### src/hw/rtl/sic_pkg.sv
// Package for the string interleave checker: request and result types,
// opcode and step codes, and the microcode table of the evaluation sequencer.
// No dependencies.
`timescale 1ns / 1ps

package sic_pkg;

  // Opcodes of one request.
  localparam logic [1:0] OP_FIRST  = 2'd0;
  localparam logic [1:0] OP_SECOND = 2'd1;
  localparam logic [1:0] OP_TARGET = 2'd2;
  localparam logic [1:0] OP_EVAL   = 2'd3;

  typedef struct packed {
    logic [1:0] opcode;
    logic [7:0] char_value;
  } in_req_t;

  typedef struct packed {
    logic is_interleaving;
    logic overflowed;
  } out_res_t;

  // Sequencer step addresses.
  localparam int unsigned STEP_W = 3;
  localparam logic [STEP_W-1:0] ST_IDLE  = 3'd0;
  localparam logic [STEP_W-1:0] ST_CHECK = 3'd1;
  localparam logic [STEP_W-1:0] ST_READ  = 3'd2;
  localparam logic [STEP_W-1:0] ST_CALC  = 3'd3;
  localparam logic [STEP_W-1:0] ST_EMIT  = 3'd4;

  // Branch conditions that a control word can test.
  typedef enum logic [2:0] {
    COND_ALWAYS,
    COND_EVAL_REQ,
    COND_BAD,
    COND_LAST_CELL,
    COND_OUT_FREE
  } cond_e;

  // One control word: datapath actions plus a two-way branch.
  typedef struct packed {
    logic              accept;   // take requests, perform loads
    logic              clr_idx;  // zero the grid indexes and the result bit
    logic              rd_en;    // read all stores at the current cell
    logic              calc;     // compute the cell and write the reach row
    logic              emit;     // load the result register, clear lengths
    cond_e             cond;
    logic [STEP_W-1:0] next_t;   // next step when the condition holds
    logic [STEP_W-1:0] next_f;   // next step otherwise
  } ucode_t;

  // Microcode table of the evaluation program.
  function automatic ucode_t ucode_rom(input logic [STEP_W-1:0] step);
    ucode_t uw;
    uw = '{accept: 1'b0, clr_idx: 1'b0, rd_en: 1'b0, calc: 1'b0, emit: 1'b0,
           cond: COND_ALWAYS, next_t: ST_IDLE, next_f: ST_IDLE};
    case (step)
      ST_IDLE: begin
        uw.accept = 1'b1;
        uw.cond   = COND_EVAL_REQ;
        uw.next_t = ST_CHECK;
        uw.next_f = ST_IDLE;
      end
      ST_CHECK: begin
        uw.clr_idx = 1'b1;
        uw.cond    = COND_BAD;
        uw.next_t  = ST_EMIT;
        uw.next_f  = ST_READ;
      end
      ST_READ: begin
        uw.rd_en  = 1'b1;
        uw.cond   = COND_ALWAYS;
        uw.next_t = ST_CALC;
        uw.next_f = ST_CALC;
      end
      ST_CALC: begin
        uw.calc   = 1'b1;
        uw.cond   = COND_LAST_CELL;
        uw.next_t = ST_EMIT;
        uw.next_f = ST_READ;
      end
      ST_EMIT: begin
        uw.emit   = 1'b1;
        uw.cond   = COND_OUT_FREE;
        uw.next_t = ST_IDLE;
        uw.next_f = ST_EMIT;
      end
      default: begin
        uw.cond   = COND_ALWAYS;
        uw.next_t = ST_IDLE;
        uw.next_f = ST_IDLE;
      end
    endcase
    return uw;
  endfunction

endpackage

### src/hw/rtl/string_interleave_check_core.sv
// Interleave checker: two sources and a target, prefix grid walked by a microcoded
// sequencer over single-ported stores. Depends on sic_pkg.
// Loads are taken only while the sequencer is idle; for an evaluate request the
// grid is walked with one read and one compute step per grid cell, and the result
// is then registered (no grid walk if the lengths disagree or a load overflowed).
// Throughput: one evaluation at a time. Reset clears lengths, flags, sequencer.
`timescale 1ns / 1ps

module string_interleave_check_core
  import sic_pkg::*;
#(
  parameter int unsigned MAX_LEN = 64
) (
  input  logic     clk_i,
  input  logic     rst_ni,
  input  logic     in_valid_i,
  output logic     in_stall_o,
  input  in_req_t  in_req_i,
  output logic     out_valid_o,
  input  logic     out_stall_i,
  output out_res_t out_res_o
);

  localparam int unsigned CW  = $clog2(MAX_LEN + 1);
  localparam int unsigned TCW = $clog2(2 * MAX_LEN + 1);
  localparam int unsigned AW  = (MAX_LEN > 1) ? $clog2(MAX_LEN) : 1;
  localparam int unsigned TAW = $clog2(2 * MAX_LEN);
  localparam int unsigned TCAP = 2 * MAX_LEN;

  // Stores.
  logic [7:0] first_mem  [MAX_LEN];
  logic [7:0] second_mem [MAX_LEN];
  logic [7:0] target_mem [TCAP];
  logic       reach_mem  [MAX_LEN + 1];

  logic [CW-1:0]     n1_q, n2_q;
  logic [TCW-1:0]    nt_q;
  logic              ovf_q;
  logic [STEP_W-1:0] step_q, step_d;
  logic [CW-1:0]     i_q, j_q;
  logic              left_q, res_q;
  logic [7:0]        a_rd_q, s_rd_q, t_rd_q;
  logic              up_rd_q;
  logic              out_valid_q;
  out_res_t          out_res_q;

  ucode_t          uw;
  logic            take, do_load, is_eval;
  logic            bad, last_cell, out_free, cond_ok;
  logic            cell_val;
  logic [AW-1:0]   a_addr, s_addr;
  logic [TCW-1:0]  t_sum;
  logic [TAW-1:0]  t_addr;

  assign uw         = ucode_rom(step_q);
  assign in_stall_o = !uw.accept;
  assign take       = in_valid_i && uw.accept;
  assign is_eval    = (in_req_i.opcode == OP_EVAL);
  assign do_load    = take && !is_eval;

  // Branch conditions.
  assign bad       = ovf_q || ((TCW'(n1_q) + TCW'(n2_q)) != nt_q);
  assign last_cell = (i_q == n1_q) && (j_q == n2_q);
  assign out_free  = !out_valid_q || !out_stall_i;

  always_comb begin
    case (uw.cond)
      COND_ALWAYS:    cond_ok = 1'b1;
      COND_EVAL_REQ:  cond_ok = take && is_eval;
      COND_BAD:       cond_ok = bad;
      COND_LAST_CELL: cond_ok = last_cell;
      COND_OUT_FREE:  cond_ok = out_free;
      default:        cond_ok = 1'b1;
    endcase
    step_d = cond_ok ? uw.next_t : uw.next_f;
  end

  // Sequencer step counter.
  always_ff @(posedge clk_i or negedge rst_ni) begin
    if (!rst_ni) begin
      step_q <= ST_IDLE;
    end else begin
      step_q <= step_d;
    end
  end

  // Lengths and overflow flag; loads only happen in the idle step.
  always_ff @(posedge clk_i or negedge rst_ni) begin
    if (!rst_ni) begin
      n1_q  <= '0;
      n2_q  <= '0;
      nt_q  <= '0;
      ovf_q <= 1'b0;
    end else if (uw.emit && out_free) begin
      n1_q  <= '0;
      n2_q  <= '0;
      nt_q  <= '0;
      ovf_q <= 1'b0;
    end else if (do_load) begin
      case (in_req_i.opcode)
        OP_FIRST: begin
          if (n1_q < CW'(MAX_LEN)) n1_q <= n1_q + 1'b1;
          else ovf_q <= 1'b1;
        end
        OP_SECOND: begin
          if (n2_q < CW'(MAX_LEN)) n2_q <= n2_q + 1'b1;
          else ovf_q <= 1'b1;
        end
        OP_TARGET: begin
          if (nt_q < TCW'(TCAP)) nt_q <= nt_q + 1'b1;
          else ovf_q <= 1'b1;
        end
        default: begin
        end
      endcase
    end
  end

  // Cell addresses for the current grid position.
  assign a_addr = AW'(i_q - 1'b1);
  assign s_addr = AW'(j_q - 1'b1);
  assign t_sum  = TCW'(i_q) + TCW'(j_q) - 1'b1;
  assign t_addr = t_sum[TAW-1:0];

  // Source stores: written on load, read once per cell.
  always_ff @(posedge clk_i) begin
    if (do_load && in_req_i.opcode == OP_FIRST && n1_q < CW'(MAX_LEN)) begin
      first_mem[n1_q[AW-1:0]] <= in_req_i.char_value;
    end
    if (uw.rd_en) begin
      a_rd_q <= first_mem[a_addr];
    end
  end

  always_ff @(posedge clk_i) begin
    if (do_load && in_req_i.opcode == OP_SECOND && n2_q < CW'(MAX_LEN)) begin
      second_mem[n2_q[AW-1:0]] <= in_req_i.char_value;
    end
    if (uw.rd_en) begin
      s_rd_q <= second_mem[s_addr];
    end
  end

  always_ff @(posedge clk_i) begin
    if (do_load && in_req_i.opcode == OP_TARGET && nt_q < TCW'(TCAP)) begin
      target_mem[nt_q[TAW-1:0]] <= in_req_i.char_value;
    end
    if (uw.rd_en) begin
      t_rd_q <= target_mem[t_addr];
    end
  end

  // Reach row: the old flag above is read, the new flag written back.
  always_ff @(posedge clk_i) begin
    if (uw.calc) begin
      reach_mem[j_q] <= cell_val;
    end
    if (uw.rd_en) begin
      up_rd_q <= reach_mem[j_q];
    end
  end

  // Grid recurrence for one cell; the origin cell is always reachable.
  always_comb begin
    if (i_q == '0 && j_q == '0) begin
      cell_val = 1'b1;
    end else begin
      cell_val = ((j_q != '0) && left_q && (s_rd_q == t_rd_q)) ||
                 ((i_q != '0) && up_rd_q && (a_rd_q == t_rd_q));
    end
  end

  // Grid indexes, left neighbor and result bit.
  always_ff @(posedge clk_i or negedge rst_ni) begin
    if (!rst_ni) begin
      i_q    <= '0;
      j_q    <= '0;
      left_q <= 1'b0;
      res_q  <= 1'b0;
    end else if (uw.clr_idx) begin
      i_q   <= '0;
      j_q   <= '0;
      res_q <= 1'b0;
    end else if (uw.calc) begin
      left_q <= cell_val;
      res_q  <= cell_val;
      if (j_q == n2_q) begin
        j_q <= '0;
        i_q <= i_q + 1'b1;
      end else begin
        j_q <= j_q + 1'b1;
      end
    end
  end

  // Output register.
  always_ff @(posedge clk_i or negedge rst_ni) begin
    if (!rst_ni) begin
      out_valid_q <= 1'b0;
    end else if (uw.emit && out_free) begin
      out_valid_q <= 1'b1;
    end else if (!out_stall_i) begin
      out_valid_q <= 1'b0;
    end
  end

  always_ff @(posedge clk_i) begin
    if (uw.emit && out_free) begin
      out_res_q.is_interleaving <= res_q;
      out_res_q.overflowed      <= ovf_q;
    end
  end

  assign out_valid_o = out_valid_q;
  assign out_res_o   = out_res_q;

endmodule
### config.mk
export PLATFORM = sky130hd
export DESIGN_NAME = string_interleave_check_core
export DESIGN_NICKNAME = d
export VERILOG_FILES = /design/src/hw/rtl/sic_pkg.sv /design/src/hw/rtl/string_interleave_check_core.sv
export SDC_FILE = /design/constraint.sdc
export NUM_CORES = 2
export LEC_CHECK = 0
export BUFFER_PORTS_ARGS = -buffer_cell sky130_fd_sc_hd__buf_2
export CORE_MARGIN = 2
export CORE_UTILIZATION = 61
export CTS_CLUSTER_DIAMETER = 150
export DETAILED_ROUTE_END_ITERATION = 6
export PLACE_DENSITY_LB_ADDON = 0.1
export SETUP_SLACK_MARGIN = 0.5
export SYNTH_ARGS = -nofsm -noshare
export SYNTH_HDL_FRONTEND = slang
export SYNTH_SLANG_ARGS = --single-unit
### constraint.sdc
create_clock -name clk_i -period 12.2 [get_ports clk_i]
set_clock_uncertainty 0.05 [all_clocks]
set_input_delay 2.44 -clock clk_i [delete_from_list [all_inputs] [get_ports clk_i]]
set_output_delay 2.44 -clock clk_i [all_outputs]
set_load 0.05 [all_outputs]
==> results.cfg <==
[grt]
grt_usage_pct = 27.0
antenna_found_initial = 10
grt_max_degree = 123
overflow = 0
grt_pass1_vias = 40800
grt_pass1_wl_um = 283000

[clock_network]
cts_resized = 0
clockRootBuffer = clkbuf_16
cts_max_level = 4
cts-buffers-inserted = 210
clock_sinks = 2183
postCtsSetupBuffers = 0
cts_hold_buffers = 0
clk_pin_slew_ns = 0.07
cts_tree = yes
cts.path.max_buffers = 3
clk_latency_ns = 0.83

[yosys]
syn_nets = 4056
synth_edf_count = 2140
synth.area.top_cells = edfxtp_1 (74%), mux4_2 (17%), nor2_1 (1.6%)
synth_top_area_share_pct = 74.4
synth_warnings = 0
synth_top_family_by_area = multiplexers
synthSimpleGateAreaFrac_pct = 3.23
synth-xor-area-share_pct = 0.790
synth.distinct_cells = 74
async_flop_share_pct = 1.97
synthFlopType = edfxtp_1
netlist_instances = 4015
synth_common_cells = edfxtp_1 (2,140), mux4_2 (638), nor2_1 (372)
ys_seq_elements = 2183
synth.most_common_cell = edfxtp_1
ys_seq_area_share_pct = 75.7
syn_area_per_cell_sq_um = 21.5
syn_area_sq_um = 86300
synth-compound-area-share_pct = 1.18
yosys.area.top_type = edfxtp_1
synthMuxAreaShare_pct = 17.3
synth_adder_area_share_pct = 0.409

[timing]
finalSetupTns_ns = 0
finalCriticalPeriod_ns = 6.36
fmax_mhz = 157
worst_pin_slew_ns = 1.28
finalSetupViolCount = 0
rsz0062_at_grt = false
setup_slack_ns = 5.84
slew-limit-headroom_pct = 14.5
post-route-period-util_pct = 52.2
finalHoldViolations = 0
report.final.slew_viol_count = 0

[floorplan]
num_io_pins = 18
num_rows = 138
fp.dieW_um = 380
dieArea_sq_um = 145000
die_y_um = 380
core-area_sq_um = 141000
start_util_pct = 61.2

[placed_design]
place.gp.congestion = 0.852
dp_hpwl_um = 114000
port_buffers = 17
place_ws_ns = 5.95

[pwr]
p_total_mw = 24.4
power.leakage_nw = 29.2
peakVddDrop_mv = 0.264
powerDensity_nw_per_um2 = 257

[run_status]
status = complete, but fails checks
violations = DRC

[setup_path]
critPathArrivalTime_ns = 6.84
path_delay_family = buffers and inverters
cp_max_fo = 53
end_kind = register
slowest_delay_ns = 0.97
crit_buf_inv = 4
worst_path_max_delay_cell = o32ai_1
crit_required_ns = 12.67
crit_chain = inv_1 -> ha_1 -> inv_1 -> ha_4 -> buf_4 -> buf_4 -> mux4_2 -> and2_0 -> a221oi_1 -> a311oi_1 -> o32ai_1 -> a211oi_1
start_kind = register
crit_type = register to register

[drt]
drc_errors = 1
drt_iter0_drc = 5355
firstDrtPassIters = 7
vias = 40800
drt.antenna.violating_nets = 0
vias_per_cell = 6.62
finalWirelength_um = 192000
wl_per_cell_um = 31.1

[cells_and_area]
multi_input_area_sq_um = 19900
drive_gt1_share_pct = 24.6
register_area_sq_um = 65300
n_fill_cell = 8865
nNetsFinal = 4131
area_growth_syn_to_layout_pct = 10.1

[job]
drv_cap = 0

[worst_hold_path]
hp-class = register to register
==> per-layer routing <==
layer	share of wire [%]	GRT usage [%]	vias to the layer above
met5	0.029	0	-
met4	1.9	6.07	10
met3	8.4	4.90	259
met2	47	40.5	1814
met1	43	42.6	21900
li1	-	-	16900
==> path summary, 6_finish.rpt <==
check,start,to,slack [ns],cells after the start
worst max-delay path,j_q[1],t_rd_q[7],5.84,12
worst min-delay path,ovf_q,out_res_o[0],0.46,0
worst max register to register,j_q[1],t_rd_q[7],5.84,12
worst min register to register,ovf_q,out_res_o[0],0.46,0
max in group asynchronous,rst_ni,j_q[0],9.95,2
min in group asynchronous,rst_ni,n2_q[6],1.67,2
==> report_power, final <==
part	internal, mW	leakage, nW	switching [mW]
logic	4.13	6.09	5.31
registers	8.49	19.8	0.208
clock network	3.55	3.27	2.73
==> final cells by class <==
type | instances | share of cell area (%)
Timing Repair Buffer | 77 | 0.677
Inverter | 38 | 0.150
Sequential cell | 2183 | 68.8
Multi-Input combinational cell | 1580 | 20.9
Clock buffer | 258 | 5.90
Antenna cell | 3 | 0.00790
Tap cell | 1890 | 2.49
Clock inverter | 135 | 1.10
==> registers in the layout (all words and copies together), names as in the netlist, 2 cells and up <==
signal / count
a_rd_q: 8
first_mem: 512
i_q: 7
j_q: 7
n1_q: 7
n2_q: 7
nt_q: 8
out_res_o: 2
reach_mem: 65
s_rd_q: 8
second_mem: 512
step_q: 3
t_rd_q: 8
target_mem: 1024
==> through the flow <==
stage | instances | cell area (sq um) | hold WS (ns) | util (%)
after floorplan | 4015 | 86300 | 0.375 | -
after global placement | 5768 | 88400 | 0.426 | 62.7
after detailed placement | 5768 | 88400 | 0.432 | 62.7
after CTS | 6161 | 95000 | 0.451 | 67.4
after global routing | 6161 | 95000 | 0.498 | 67.4
final | 6164 | 95000 | 0.459 | 67.4
==> layout by cell type, fill, tap and decap left out, types with 14 or more instances in the layout <==
cell type / netlist / routed
edfxtp_1: 2140 / 2140
mux4_2: 638 / 638
nor2_1: 372 / 371
clkbuf_16: 0 / 216
nand2_1: 118 / 118
clkinv_1: 3 / 64
buf_4: 19 / 57
nand3_1: 54 / 53
clkinv_2: 0 / 46
mux2i_1: 45 / 45
xnor2_1: 48 / 43
dfrtp_1: 43 / 41
clkbuf_1: 97 / 38
inv_1: 34 / 34
xor2_1: 28 / 27
a21oi_1: 24 / 24
a221oi_1: 24 / 24
ha_1: 25 / 21
o21ai_0: 20 / 20
nand4_1: 14 / 14
bufinv_16: 0 / 14
==> cells by family (layout without fill, tap and decap cells) <==
| family | count (synthesis) | count (layout) |
|---|---|---|
| AOI/OAI and AO/OA | 139 | 139 |
| xor gates and xnor gates | 77 | 77 |
| adders and majority gates | 27 | 27 |
| buffers and inverters | 252 | 508 |
| DFF | 2183 | 2183 |
| muxes | 691 | 691 |
| other | 0 | 3 |
| and+or+nand+nor | 646 | 646 |
No activity file was read; power rests on OpenSTA's default activity.
